[src/sv/kasm_pkg.sv]
// ---------------------------------------------------------------------------
// kasm_pkg: shared types and constants for the key autorepeat block
// Register indexes, configuration bundle and staged sample type.
// ---------------------------------------------------------------------------
package kasm_pkg;

  localparam int unsigned PHASE_W  = 3;
  localparam int unsigned TIME_W   = 32;
  localparam int unsigned DELAY_W  = 16;
  localparam int unsigned CFG_IDX_W  = 3;
  localparam int unsigned CFG_DATA_W = 16;

  // Register indexes on the configuration port
  localparam logic [CFG_IDX_W-1:0] REG_REPEAT_ENABLE      = 3'd0;
  localparam logic [CFG_IDX_W-1:0] REG_REPEAT_PERIOD      = 3'd1;
  localparam logic [CFG_IDX_W-1:0] REG_FIRST_DELAY_ENABLE = 3'd2;
  localparam logic [CFG_IDX_W-1:0] REG_FIRST_DELAY        = 3'd3;
  localparam logic [CFG_IDX_W-1:0] REG_ACTIVATION_PHASE   = 3'd4;

  // Reset value of the activation phase (start)
  localparam logic [PHASE_W-1:0] ACT_PHASE_RESET = 3'd1;

  typedef struct packed {
    logic               repeat_enable;
    logic [DELAY_W-1:0] repeat_period;
    logic               first_delay_enable;
    logic [DELAY_W-1:0] first_delay;
    logic [PHASE_W-1:0] activation_phase;
  } cfg_t;

  // One poll sample held in the input register
  typedef struct packed {
    logic              valid;
    logic              pressed;
    logic [TIME_W-1:0] now_ms;
  } stage_t;

endpackage

[src/sv/kasm_if.sv]
// ---------------------------------------------------------------------------
// kasm_if: request channels of the key autorepeat block
// Sample channel (pressed, now_ms) and result channel (phase, active).
// ---------------------------------------------------------------------------
interface kasm_sample_if;
  logic                          valid;
  logic                          ready;
  logic                          pressed;
  logic [kasm_pkg::TIME_W-1:0]   now_ms;

  modport source (output valid, output pressed, output now_ms, input ready);
  modport sink   (input valid, input pressed, input now_ms, output ready);
endinterface

interface kasm_result_if;
  logic                          valid;
  logic                          ready;
  logic [kasm_pkg::PHASE_W-1:0]  phase;
  logic                          active;

  modport source (output valid, output phase, output active, input ready);
  modport sink   (input valid, input phase, input active, output ready);
endinterface

[src/sv/kasm_cfg.sv]
// ---------------------------------------------------------------------------
// kasm_cfg: configuration registers
// Decodes the write port into the five typematic settings.
// ---------------------------------------------------------------------------
module kasm_cfg (
  input  logic                              clk,
  input  logic                              rst,
  input  logic                              cfg_we,
  input  logic [kasm_pkg::CFG_IDX_W-1:0]    cfg_index,
  input  logic [kasm_pkg::CFG_DATA_W-1:0]   cfg_data,
  output kasm_pkg::cfg_t                    cfg
);

  always_ff @(posedge clk) begin
    if (rst) begin
      cfg.repeat_enable      <= 1'b0;
      cfg.repeat_period      <= '0;
      cfg.first_delay_enable <= 1'b0;
      cfg.first_delay        <= '0;
      cfg.activation_phase   <= kasm_pkg::ACT_PHASE_RESET;
    end else if (cfg_we) begin
      unique case (cfg_index)
        kasm_pkg::REG_REPEAT_ENABLE:      cfg.repeat_enable      <= cfg_data[0];
        kasm_pkg::REG_REPEAT_PERIOD:      cfg.repeat_period      <= cfg_data;
        kasm_pkg::REG_FIRST_DELAY_ENABLE: cfg.first_delay_enable <= cfg_data[0];
        kasm_pkg::REG_FIRST_DELAY:        cfg.first_delay        <= cfg_data;
        kasm_pkg::REG_ACTIVATION_PHASE:
          cfg.activation_phase <= cfg_data[kasm_pkg::PHASE_W-1:0];
        default: ;  // unmapped index: ignored
      endcase
    end
  end

endmodule

[src/sv/kasm_stage.sv]
// ---------------------------------------------------------------------------
// kasm_stage: input register
// Captures one poll sample per cycle; advances when the next stage can take it.
// ---------------------------------------------------------------------------
module kasm_stage (
  input  logic              clk,
  input  logic              rst,
  kasm_sample_if.sink       sample,
  input  logic              take,     // downstream consumes the held sample
  output kasm_pkg::stage_t  stage
);

  assign sample.ready = !stage.valid || take;

  always_ff @(posedge clk) begin
    if (rst) begin
      stage.valid <= 1'b0;
    end else if (sample.ready) begin
      stage.valid <= sample.valid;
    end
    if (sample.ready && sample.valid) begin
      stage.pressed <= sample.pressed;
      stage.now_ms  <= sample.now_ms;
    end
  end

endmodule

[src/sv/kasm_fsm.sv]
// ---------------------------------------------------------------------------
// kasm_fsm: typematic phase machine and result register
// Updates phase, mark time and first-repeat flag per sample.
// ---------------------------------------------------------------------------
module kasm_fsm (
  input  logic              clk,
  input  logic              rst,
  input  kasm_pkg::cfg_t    cfg,
  input  kasm_pkg::stage_t  stage,
  output logic              take,
  kasm_result_if.source     result
);

  typedef enum logic [kasm_pkg::PHASE_W-1:0] {
    PH_IDLE   = 3'd0,
    PH_START  = 3'd1,
    PH_HOLD   = 3'd2,
    PH_REPEAT = 3'd3,
    PH_END    = 3'd4
  } phase_t;

  phase_t                       phase;
  phase_t                       phase_next;
  logic [kasm_pkg::TIME_W-1:0]  mark_time;
  logic [kasm_pkg::TIME_W-1:0]  mark_time_next;
  logic                         rep_seen;
  logic                         rep_seen_next;
  logic [kasm_pkg::TIME_W-1:0]  elapsed;
  logic [kasm_pkg::DELAY_W-1:0] limit;
  logic                         use_first;
  logic                         fire;
  logic                         active_next;

  // Result register frees up when empty or being drained
  assign take = stage.valid && (!result.valid || result.ready);

  // Wrapping elapsed time and the delay in force
  assign elapsed   = stage.now_ms - mark_time;
  assign use_first = cfg.first_delay_enable && !rep_seen;
  assign limit     = use_first ? cfg.first_delay : cfg.repeat_period;
  assign fire      = cfg.repeat_enable &&
                     (elapsed > {{(kasm_pkg::TIME_W-kasm_pkg::DELAY_W){1'b0}}, limit});

  always_comb begin
    phase_next     = phase;
    mark_time_next = mark_time;
    rep_seen_next  = rep_seen;
    if (!stage.pressed) begin
      rep_seen_next = 1'b0;
      if (phase == PH_END) begin
        phase_next = PH_IDLE;
      end else if (phase != PH_IDLE) begin
        phase_next = PH_END;
      end
    end else begin
      unique case (phase)
        PH_IDLE, PH_END: begin
          phase_next     = PH_START;
          mark_time_next = stage.now_ms;
        end
        PH_START, PH_REPEAT: begin
          phase_next = PH_HOLD;
        end
        default: begin  // hold
          if (fire) begin
            phase_next     = PH_REPEAT;
            mark_time_next = stage.now_ms;
            rep_seen_next  = rep_seen || use_first;
          end
        end
      endcase
    end
  end

  assign active_next = (phase_next == phase_t'(cfg.activation_phase)) ||
                       (phase_next == PH_REPEAT);

  always_ff @(posedge clk) begin
    if (rst) begin
      phase         <= PH_IDLE;
      mark_time     <= '0;
      rep_seen      <= 1'b0;
      result.valid  <= 1'b0;
    end else begin
      if (take) begin
        phase         <= phase_next;
        mark_time     <= mark_time_next;
        rep_seen      <= rep_seen_next;
        result.valid  <= 1'b1;
      end else if (result.ready) begin
        result.valid  <= 1'b0;
      end
    end
    if (take) begin
      result.phase  <= phase_next;
      result.active <= active_next;
    end
  end

endmodule

[src/sv/key_autorepeat_state_machine.sv]
// ---------------------------------------------------------------------------
// key_autorepeat_state_machine: typematic autorepeat for one button
// Tracks idle/start/hold/repeat/end phases from poll samples.
// ---------------------------------------------------------------------------
//  channel | dir | handshake     | payload
//  --------+-----+---------------+-----------------------------
//  sample  | in  | valid/ready   | pressed (1), now_ms (32)
//  result  | out | valid/ready   | phase (3), active (1)
//  cfg     | in  | cfg_we only   | cfg_index (3), cfg_data (16)
//
// One request per cycle sustained while result is ready; a sample is held in
// the input register, then the phase update loads it into the result register,
// from which its result request is offered.
// The phase state updates as a sample enters the result register, so
// back-to-back samples see each other's updates.
// Reset: synchronous; phase idle, mark time and flag cleared, registers to
// their defaults, both registers empty.
// A stall on result holds the result register and backs up into the input
// register; sample.ready drops only when both are full.
// ---------------------------------------------------------------------------
module key_autorepeat_state_machine (
  input  logic                             clk,
  input  logic                             rst,
  input  logic                             cfg_we,
  input  logic [kasm_pkg::CFG_IDX_W-1:0]   cfg_index,
  input  logic [kasm_pkg::CFG_DATA_W-1:0]  cfg_data,
  kasm_sample_if.sink                      sample,
  kasm_result_if.source                    result
);

  kasm_pkg::cfg_t   cfg;    // live configuration
  kasm_pkg::stage_t stage;  // sample held in the input register
  logic             take;   // result side consumes the held sample

  kasm_cfg u_cfg (
    .clk       (clk),
    .rst       (rst),
    .cfg_we    (cfg_we),
    .cfg_index (cfg_index),
    .cfg_data  (cfg_data),
    .cfg       (cfg)
  );

  kasm_stage u_stage (
    .clk    (clk),
    .rst    (rst),
    .sample (sample),
    .take   (take),
    .stage  (stage)
  );

  // Phase update and result register
  kasm_fsm u_fsm (
    .clk    (clk),
    .rst    (rst),
    .cfg    (cfg),
    .stage  (stage),
    .take   (take),
    .result (result)
  );

endmodule

[src/flat_wrapper.sv]
// flat-port wrapper written by rule: the top's interface ports become plain ports
module key_autorepeat_state_machine_flat 
  (clk, rst, cfg_we, cfg_index, cfg_data, sample_valid, sample_pressed, sample_now_ms, sample_ready, result_valid, result_phase, result_active, result_ready);
  kasm_sample_if sample_i ();
  kasm_result_if result_i ();
  input  logic clk;
  input  logic rst;
  input  logic cfg_we;
  input  logic [kasm_pkg::CFG_IDX_W-1:0] cfg_index;
  input  logic [kasm_pkg::CFG_DATA_W-1:0] cfg_data;
  input wire logic [$bits(sample_i.valid)-1:0] sample_valid;
  input wire logic [$bits(sample_i.pressed)-1:0] sample_pressed;
  input wire logic [$bits(sample_i.now_ms)-1:0] sample_now_ms;
  output wire logic [$bits(sample_i.ready)-1:0] sample_ready;
  output wire logic [$bits(result_i.valid)-1:0] result_valid;
  output wire logic [$bits(result_i.phase)-1:0] result_phase;
  output wire logic [$bits(result_i.active)-1:0] result_active;
  input wire logic [$bits(result_i.ready)-1:0] result_ready;
  assign sample_i.valid = sample_valid;
  assign sample_i.pressed = sample_pressed;
  assign sample_i.now_ms = sample_now_ms;
  assign sample_ready = sample_i.ready;
  assign result_valid = result_i.valid;
  assign result_phase = result_i.phase;
  assign result_active = result_i.active;
  assign result_i.ready = result_ready;
  key_autorepeat_state_machine u_core (.clk(clk), .rst(rst), .cfg_we(cfg_we), .cfg_index(cfg_index), .cfg_data(cfg_data), .sample(sample_i), .result(result_i));
endmodule
[config.mk]
export PLATFORM = sky130hd
export DESIGN_NAME = key_autorepeat_state_machine_flat
export DESIGN_NICKNAME = d
export VERILOG_FILES = /design/src/sv/kasm_pkg.sv /design/src/sv/kasm_if.sv /design/src/sv/kasm_cfg.sv /design/src/sv/kasm_stage.sv /design/src/sv/kasm_fsm.sv /design/src/sv/key_autorepeat_state_machine.sv /design/src/flat_wrapper.sv
export SDC_FILE = /design/constraint.sdc
export NUM_CORES = 1
export LEC_CHECK = 0
export ABC_AREA = 1
export BUFFER_PORTS_ARGS = -buffer_cell sky130_fd_sc_hd__clkbuf_2
export CORE_ASPECT_RATIO = 1.75
export CORE_MARGIN = 4
export CORE_UTILIZATION = 60
export CTS_BUF_LIST = sky130_fd_sc_hd__clkbuf_8
export CTS_CLUSTER_DIAMETER = 80
export CTS_CLUSTER_SIZE = 16
export DETAILED_ROUTE_END_ITERATION = 10
export GPL_ROUTABILITY_DRIVEN = 0
export HOLD_SLACK_MARGIN = 0.08
export PLACE_DENSITY = 0.89
export SLEW_MARGIN = 20
export SYNTH_ARGS = -nofsm -noshare
export SYNTH_HDL_FRONTEND = slang
export SYNTH_SLANG_ARGS = --single-unit
export TNS_END_PERCENT = 5
[constraint.sdc]
create_clock -name clk -period 6.6 [get_ports clk]
set_input_delay 0.99 -clock clk [delete_from_list [all_inputs] [get_ports clk]]
set_output_delay 0.99 -clock clk [all_outputs]
set_load 0.05 [all_outputs]
==> impl_metrics.yaml, run 1 <==
placement:
  port_buffers: 62
  hpwl_mm: 12.5
global_route:
  antenna_found_initial: 0
  grt_pass1_vias: 6325
  grt_max_degree: 72
  grt_pass1_wl_mm: 27.4
  overflow: 0
  track_usage_pct: 24.9
timing:
  setup_viol: 0
  rsz0062_at_grt: "no"
  tightest_slew_ps: 1040
  slew_headroom_pct: 30.2
  timing.hold.ws_ps: 461
  period_minus_slack_ps: 4090
  fin_crit_sh_pct: 61.9
  skew_ps: 17.0
  drv_slew: 0
  finalSetupTns_ps: 0
  hold_viol: 0
  fmax_mhz: 245
clock_tree:
  cts_made_buffers: 9
  clockBufferDepth: 2
  root_buffer: "clkbuf_8"
  clk_latency_ps: 390
  clkTransAtPathRegs_ps: 110
  cts_sinks: 112
  cts_hold_buf: 0
  cts.repair.resized: 0
  h-tree-depth: 3
  cts_tree: "done"
  cts_setup_buffers: 0
yosys:
  synth.top_cell.area_share_pct: 21.4
  syn-num-nets: 1142
  ys_warn_count: 0
  ys_types: 33
  synth_area_leaders: "dfxtp_1 21%, edfxtp_1 16%, nand2_1 15%"
  synth-edff-count: 37
  yosys_register_bits: 112
  yosysTopAreaCell: "dfxtp_1"
  seq_area_frac_synth_pct: 37.2
  ys.flop_type: "dfxtp_1"
  synthArstFlopShare_pct: 0
  avgSynthCellArea_um2: 6.78
  netlist_area_um2: 7030
  synth_cells: 1037
worst_setup_path:
  crit_start: "u_core.u_stage.stage[14]"
  cp_num_cells: 26
  worstPathArrival_ps: 4350
  r2r_slack_ps: 2510
  endpoint_kind: "flop"
  cp-start-kind: "flop"
  worstReg2RegEnd: "u_core.u_fsm.mark_time[30]"
  crit_path_frequent_cell: "nand2_1"
  crit_family: "simple AND/OR/NAND/NOR gates"
  cp_num_buf_inv: 3
  slowest_delay_ps: 480
  crit_type: "flop to flop"
  crit_required_ps: 6860
  r2r_start: "u_core.u_stage.stage[14]"
  reg2reg_depth: 26
  cpMaxStageDelayCell: "nand3_4"
  cp_max_fo: 64
  endpoint: "u_core.u_fsm.mark_time[30]"
detailed_routing:
  first_pass_iters: 5
  wl_per_cell_um: 13.2
  ant_nets: 0
  drt_iter0_drc: 480
  vias: 6508
  via_per_inst: 5.28
  drc_errors: 0
  drt-total-wl_mm: 16.2
pwr:
  p_total_mw: 1.60
  p_leak_nw: 3.84
  ir_worst_vdd_mv: 0.156
  p_per_area_nw_per_um2: 210
hold_path:
  hold_class: "flop to flop"
  hold_path_startpoint: "u_core.u_cfg.cfg[22]"
floorplanning:
  ios: 63
  die_x_um: 89.8
  core.rowCount: 52
  start_util_pct: 61.0
  core_um2: 11500
  die_y_um: 151
  die_area_um2: 13600
finish:
  drive_gt1_share_pct: 10.0
  final_common_cell: "nand2_1"
  num-nets-final: 1197
  final_cell_mix: "280 x nand2_1, 195 x inv_1, 98 x nor2_1, 97 x a21oi_1, 75 x dfxtp_1"
  syn_to_final_growth_pct: 8.38
  n_antenna_cell: 0
status:
  outcome: "finished clean"
run:
  max_cap_violations: 0
## where the power goes
| group | switching [mW] | total [mW] | internal [mW] |
|---|---|---|---|
| Clock | 0.252 | 0.401 | 0.149 |
| Combinational | 0.284 | 0.438 | 0.154 |
| Sequential | 0.0156 | 0.764 | 0.748 |
## through the flow
| stage | utilization, % | cells | area [um2] | setup WS (ps) |
|---|---|---|---|---|
| after floorplan | - | 1037 | 7030 | 3350 |
| after global placement | 64.5 | 1216 | 7430 | 2740 |
| after detailed placement | 64.5 | 1216 | 7430 | 2590 |
| after CTS | 66.2 | 1232 | 7620 | 2580 |
| after global routing | 66.2 | 1232 | 7620 | 2060 |
| final | 66.2 | 1232 | 7620 | 2510 |
## synthesized netlist by cell type, types with 2 or more instances
| master | number |
|---|---|
| inv_2 | 4 |
| buf_2 | 3 |
| nand3b_1 | 4 |
| buf_1 | 2 |
| o21ai_1 | 28 |
| edfxtp_1 | 37 |
| nand4_1 | 7 |
| a21oi_1 | 97 |
| xor2_1 | 13 |
| clkbuf_1 | 13 |
| clkinv_1 | 2 |
| inv_1 | 195 |
| xnor2_1 | 2 |
| nor3_1 | 4 |
| nand3_1 | 41 |
| buf_6 | 3 |
| ha_1 | 47 |
| dfxtp_1 | 75 |
| nand2_2 | 15 |
| nand2_1 | 280 |
| nor2_1 | 98 |
| and2_1 | 6 |
| nor2_2 | 7 |
| o21ai_0 | 45 |
## sequential cells by signal (all words and copies together), names as in the netlist
signal and flops:
u_core.u_fsm.result.valid 1, u_core.u_fsm.rep_seen 1, u_core.u_fsm.result.phase 3, u_core.u_fsm.mark_time 32
u_core.u_cfg.cfg 37, u_core.u_fsm.phase 3, u_core.u_stage.stage 34, u_core.u_fsm.result.active 1
## worst min path at each step
stage	depth (start not counted)	slack [ps]	to
6_report	2	460	u_core.u_cfg.cfg[22]
5_1_grt	2	480	u_core.u_fsm.mark_time[3]
4_1_cts	2	460	u_core.u_cfg.cfg[12]
3_5_place_dp	2	450	u_core.u_cfg.cfg[12]
3_3_place_gp	2	430	u_core.u_cfg.cfg[3]
2_1_floorplan	2	420	u_core.u_cfg.cfg[5]
## metal layers
layer / global-route usage, % / up-vias / wire (um)
met5: 0 / - / 0
met4: 19.0 / 0 / 1200
met3: 3.88 / 83 / 729
met2: 46.4 / 218 / 8420
met1: 24.7 / 2851 / 5880
li1: - / 3356 / -
## layout make-up
class | count | area, um2
Fill cell | 1004 | 3900
Multi-Input combinational cell | 703 | 3560
Sequential cell | 112 | 2610
Inverter | 201 | 754
Timing Repair Buffer | 65 | 333
Tap cell | 135 | 169
Clock buffer | 9 | 124
Clock inverter | 7 | 68.8
## cell families after synthesis
family                   count (synthesis)  synth area share (%)
XOR/XNOR                                15                  1.87
adder cells (fa/ha/maj)                 48                  8.65
buffers and inverters                  222                  12.2
AND/OR/NAND/NOR                        465                  27.4
AO/OA/AOI/OAI                          175                  12.7
flip-flops                             112                  37.2
## worst reg2reg max path, delay by kind of cell (launching register included)
family | cells | cell delay, ps
AO/OA/AOI/OAI | 2 | 510
XOR/XNOR | 1 | 140
adder cells (fa/ha/maj) | 2 | 710
buffers and inverters | 3 | 210
flip-flops | 1 | 430
AND/OR/NAND/NOR | 18 | 1970
No activity file was read; power rests on OpenSTA's default activity.
==> run 2: changes to the inputs <==
==> constraint.sdc (replaced) <==
create_clock -name clk -period 4.1 [get_ports clk]
set_input_delay 0.615 -clock clk [delete_from_list [all_inputs] [get_ports clk]]
set_output_delay 0.615 -clock clk [all_outputs]
set_load 0.05 [all_outputs]
==> impl_metrics.yaml, run 2 (synthesis gave the netlist of run 1 again) <==
finish:
  top_register: "u_core.u_cfg.cfg"
  top_regs: "u_core.u_cfg.cfg: 37 flops, u_core.u_stage.stage: 34 flops, u_core.u_fsm.mark_time: 32 flops"
  final_area_um2: 7870
  largest_reg_flops: 37
  fillers: 963
  fin_util_pct: 68.4
  final_cell_mix: "279 x nand2_1, 195 x inv_1, 98 x nor2_1, 97 x a21oi_1, 75 x dfxtp_1"
  final_common_cell: "nand2_1"
  final_cells: 1242
  n_antenna_cell: 0
  multi_input_area_um2: 3660
  num-nets-final: 1207
  regArea_um2: 2610
  syn_to_final_growth_pct: 12.0
  drive_gt1_share_pct: 12.2
floorplanning:
  die_area_um2: 13600
  core.rowCount: 52
  die_y_um: 151
  die_x_um: 89.8
  start_util_pct: 61.0
  core_um2: 11500
  ios: 63
detailed_routing:
  drt-total-wl_mm: 18.2
  wl_per_cell_um: 14.6
  first_pass_iters: 7
  drc_errors: 0
  vias: 6803
  ant_nets: 0
  drt_iter0_drc: 506
  via_per_inst: 5.48
worst_setup_path:
  endpoint_kind: "flop"
  reg2reg_depth: 25
  r2r_slack_ps: 260
  crit_required_ps: 4420
  crit_type: "flop to flop"
  worstPathArrival_ps: 4160
  cp_max_fo: 10
  cp-start-kind: "flop"
timing:
  period_minus_slack_ps: 3840
  fin_crit_sh_pct: 93.7
  tightest_slew_ps: 1040
  slew_headroom_pct: 30.6
  hold_viol: 0
  finalSetupTns_ps: 0
  drv_slew: 0
  skew_ps: 13.4
  worst_slack_ps: 258
  setup_viol: 0
  fmax_mhz: 260
hold_path:
  min_path_cells: 1
  hold_class: "input port to flop"
pwr:
  ir_worst_vdd_mv: 0.257
  p_leak_nw: 3.93
  p_per_area_nw_per_um2: 338
global_route:
  overflow: 0
  antenna_found_initial: 0
  grt_pass1_wl_mm: 27.6
  grt_max_degree: 49
  grt_pass1_vias: 6430
  track_usage_pct: 25.4
clock_tree:
  clk_latency_ps: 400
  root_buffer: "clkbuf_8"
  cts_tree: "done"
  cts_made_buffers: 9
  cts_sinks: 112
  h-tree-depth: 3
  cts_hold_buf: 0
  clockBufferDepth: 2
  clkTransAtPathRegs_ps: 120
placement:
  pre_cts_ws_ps: 224
  hpwl_mm: 12.9
  placed_cells: 1219
  place_area_um2: 7460
  port_buffers: 62
status:
  outcome: "finished clean"
run:
  max_cap_violations: 0
-- run 2: cell types whose count changed in the layout (fill, tap and decap cells not counted), sizes merged --
cell,previous run,this run
buf,3,10
clkbuf,71,73
clkinv,3,5
inv,205,203
nand3,42,43
-- run 2: final timing paths --
check                                             start                    endpoint
worst max-delay path            u_core.u_stage.stage[9]  u_core.u_fsm.mark_time[10]
worst min-delay path                  sample_now_ms[24]    u_core.u_stage.stage[24]
worst min register to register      u_core.u_cfg.cfg[5]         u_core.u_cfg.cfg[5]
worst max register to register  u_core.u_stage.stage[9]  u_core.u_fsm.mark_time[10]
-- run 2: metrics by stage --
step | hold slack, ps | total power, mW
2_1_floorplan | 421 | 1.77
3_3_place_gp | 429 | 1.94
3_5_place_dp | 439 | 1.95
4_1_cts | 383 | 2.61
5_1_grt | 369 | 2.81
6_report | 386 | 2.66
-- run 2: power breakdown --
part / internal [mW] / total (mW) / leakage [nW] / switching, mW
Sequential: 1.20 / 1.23 / 0.971 / 0.0265
Combinational: 0.274 / 0.767 / 2.85 / 0.493
Clock: 0.241 / 0.659 / 0.102 / 0.418
Total: 1.72 / 2.66 / 3.93 / 0.937
-- run 2: layout make-up --
type,instances,area share [%]
Multi-Input combinational cell,704,46.6
Sequential cell,112,33.2
Inverter,201,9.58
Timing Repair Buffer,74,6.01
Tap cell,135,2.15
Clock buffer,9,1.57
Clock inverter,7,0.954
-- run 2: routing by layer --
| layer | GRT usage, % | wire, um | vias to the layer above |
|---|---|---|---|
| met5 | 0 | 0 | - |
| met4 | 20.2 | 1410 | 0 |
| met3 | 3.23 | 1080 | 105 |
| met2 | 48.8 | 9440 | 274 |
| met1 | 24.2 | 6230 | 3048 |
| li1 | - | - | 3376 |
-- run 2: repair_timing --
item | 4_1_cts | 5_1_grt
buffers inserted | 0 | 4
resized for setup | 0 | 17
endpoints found under the setup margin | 0 | 25
-- run 2: critical path: stages (launching register included) --
cell       delay (ps)
edfxtp_1          430
ha_1              380
nand2_1           130
inv_1              60
nand2_1            60
nand2_1            90
inv_1             100
nand3_2           170
xor2_2            200
ha_1              310
a21oi_1           180
nand2_1            70
a21oi_1           160
nand2_1            70
nand2_1            60
nand2_1            50
nor2_1            100
nand3_1            90
nor2_1             90
nand2_1            80
nand2_2           110
nand2_2           110
nand3_4           170
clkbuf_16         210
o21ai_1            80
a21oi_1           180
==> run 3: changes to the inputs <==
--- a/config.mk
+++ b/config.mk
@@ -20,5 +20,6 @@
 export SLEW_MARGIN = 20
 export SYNTH_ARGS = -nofsm -noshare
 export SYNTH_HDL_FRONTEND = slang
+export SYNTH_HIERARCHICAL = 1
 export SYNTH_SLANG_ARGS = --single-unit
 export TNS_END_PERCENT = 5
==> constraint.sdc (replaced) <==
create_clock -name clk -period 4.1 [get_ports clk]
set_input_delay 0.205 -clock clk [delete_from_list [all_inputs] [get_ports clk]]
set_output_delay 0.205 -clock clk [all_outputs]
set_load 0.05 [all_outputs]
==> impl_metrics.yaml, run 3 <==
finish:
  top_register: "u_core/u_cfg/cfg"
  final_cell_mix: "301 x nand2_1, 203 x inv_1, 120 x nor2_1, 75 x dfxtp_1, 73 x nand3_1"
  num-nets-final: 1287
  drive_gt1_share_pct: 14.0
  syn_to_final_growth_pct: 14.9
  top_regs: "u_core/u_cfg/cfg: 37 flops, u_core/u_stage/stage: 34 flops, u_core/u_fsm/mark_time: 32 flops"
  largest_reg_flops: 37
  final_area_um2: 8550
  n_antenna_cell: 0
  final_common_cell: "nand2_1"
yosys:
  yosys_register_bits: 112
  synth-edff-count: 37
  seq_area_frac_synth_pct: 35.1
  synth_most_common_cell: "nand2_1"
  netlist_top_cells_count: "301 x nand2_1, 203 x inv_1, 122 x nor2_1, 75 x dfxtp_1, 74 x nand3_1"
  synth_area_leaders: "dfxtp_1 20%, nand2_1 15%, edfxtp_1 15%"
  netlist_area_um2: 7450
  ys_warn_count: 6
  synth_cells: 1086
  synthArstFlopShare_pct: 0
  ys.flop_type: "dfxtp_1"
  avgSynthCellArea_um2: 6.86
  synth.top_cell.area_share_pct: 20.2
  syn-num-nets: 1191
  yosysTopAreaCell: "dfxtp_1"
  ys_types: 38
clock_tree:
  cts_sinks: 112
  h-tree-depth: 3
  cts_made_buffers: 9
  cts_tree: "done"
  clkTransAtPathRegs_ps: 110
  clk_latency_ps: 380
  clockBufferDepth: 2
  cts_setup_buffers: 0
  root_buffer: "clkbuf_8"
floorplanning:
  die_area_um2: 14300
  ios: 63
  start_util_pct: 61.7
  core_um2: 12100
  die_y_um: 155
  core.rowCount: 53
  die_x_um: 92.2
timing:
  fin_crit_sh_pct: 93.3
  setup_viol: 0
  period_minus_slack_ps: 3830
  drv_slew: 0
  tightest_slew_ps: 1160
  slew_headroom_pct: 22.3
  worst_slack_ps: 274
  skew_ps: 11.2
  hold_viol: 0
  fmax_mhz: 261
  finalSetupTns_ps: 0
placement:
  hpwl_mm: 13.4
  port_buffers: 62
  pre_cts_ws_ps: 228
  place_area_um2: 7890
worst_setup_path:
  slowest_delay_ps: 400
  worstReg2RegEnd: "u_core/u_fsm/mark_time[31]"
  r2r_slack_ps: 270
  cp-start-kind: "flop"
  cpMaxStageDelayCell: "edfxtp_1"
  crit_type: "flop to flop"
  crit_required_ps: 4370
  endpoint: "u_core/u_fsm/mark_time[31]"
  reg2reg_depth: 28
  crit_path_frequent_cell: "nand3_1"
  r2r_start: "u_core/u_stage/stage[0]"
  cp_max_fo: 8
  crit_start: "u_core/u_stage/stage[0]"
  worstPathArrival_ps: 4100
  endpoint_kind: "flop"
pwr:
  p_clk_share_pct: 22.4
  power.switching_mw: 1.05
  p_per_area_nw_per_um2: 330
  combPwrFrac_pct: 33.5
  p_leak_nw: 4.44
  p_total_mw: 2.83
  sequentialPowerShare_pct: 44.1
  netSwitchingFraction_pct: 37.0
  p_int_mw: 1.78
  ir_worst_vdd_mv: 0.215
detailed_routing:
  first_pass_iters: 8
  vias: 7202
  via_per_inst: 5.33
  drt-total-wl_mm: 20.0
  ant_nets: 0
  drt_iter0_drc: 537
  wl_per_cell_um: 14.8
  drc_errors: 0
global_route:
  antenna_found_initial: 0
  overflow: 0
  track_usage_pct: 26.5
  grt_pass1_vias: 6716
  grt_max_degree: 65
  grt_pass1_wl_mm: 30.2
status:
  outcome: "finished clean"
run:
  max_cap_violations: 0
hold_path:
  hold_class: "input port to flop"
  hold_path_startpoint: "result_ready"
[run 3: layer usage]
metal | wire length (um) | GRT usage [%]
met5 | 0 | 0
met4 | 1690 | 20.5
met3 | 1270 | 4.74
met2 | 10200 | 48.6
met1 | 6860 | 25.6
[run 3: power groups by stage]
| stage | combinational, mW | sequential, mW | clock, mW |
|---|---|---|---|
| after floorplan | 0.628 | 1.27 | 0 |
| after global placement | 0.827 | 1.27 | 0 |
| after detailed placement | 0.849 | 1.27 | 0 |
| after CTS | 0.882 | 1.24 | 0.638 |
| after global routing | 1.05 | 1.25 | 0.687 |
| final | 0.948 | 1.25 | 0.632 |
[run 3: final cells by class]
type	instances	area (um2)
multi-input combinational	742	3940
fill	959	3510
sequential	112	2610
timing repair buffer	105	821
inverter	212	796
tap	165	206
clock buffer	9	124
clock inverter	7	53.8
[run 3: repair_timing]
| item | CTS | global route |
|---|---|---|
| setup endpoints to repair | 0 | 34 |
| endpoints found under the hold margin | 36 | 1 |
| hold buffers | 34 | 1 |
| gates resized for setup | 0 | 9 |
[run 3: worst min path at each step]
stage,depth (start not counted),endpoint
final,4,u_core/u_fsm/result.valid
after global routing,3,u_core/u_stage/stage[33]
after CTS,3,u_core/u_cfg/cfg[0]
after detailed placement,1,u_core/u_stage/stage[21]
after global placement,1,u_core/u_stage/stage[16]
after floorplan,1,u_core/u_stage/stage[33]
[run 3: cell families after synthesis]
group           count (synthesis)  synth area share (%)
flops                         112                  35.1
xor+xnor                       15                  1.76
simple gates                  557                  32.3
mux                            16                  2.17
fa+ha+maj                      48                  8.17
compound gates                106                  7.91
buf+inv                       232                  12.6
[run 3: through the flow]
step                hold slack (ps)  std cells  utilization [%]
finish                          115       1352             70.9
global placement                382       1295             65.1
floorplan                       267       1086                -
detailed placement              384       1296             65.4
CTS                            82.0       1346             69.7
global route                    116       1352             70.9
[run 3: critical path, delay by kind of cell, from the launching register on]
kind,cells,cell delay (ps)
buf+inv,4,440
flops,1,400
simple gates,20,1950
fa+ha+maj,3,730
xor+xnor,1,180
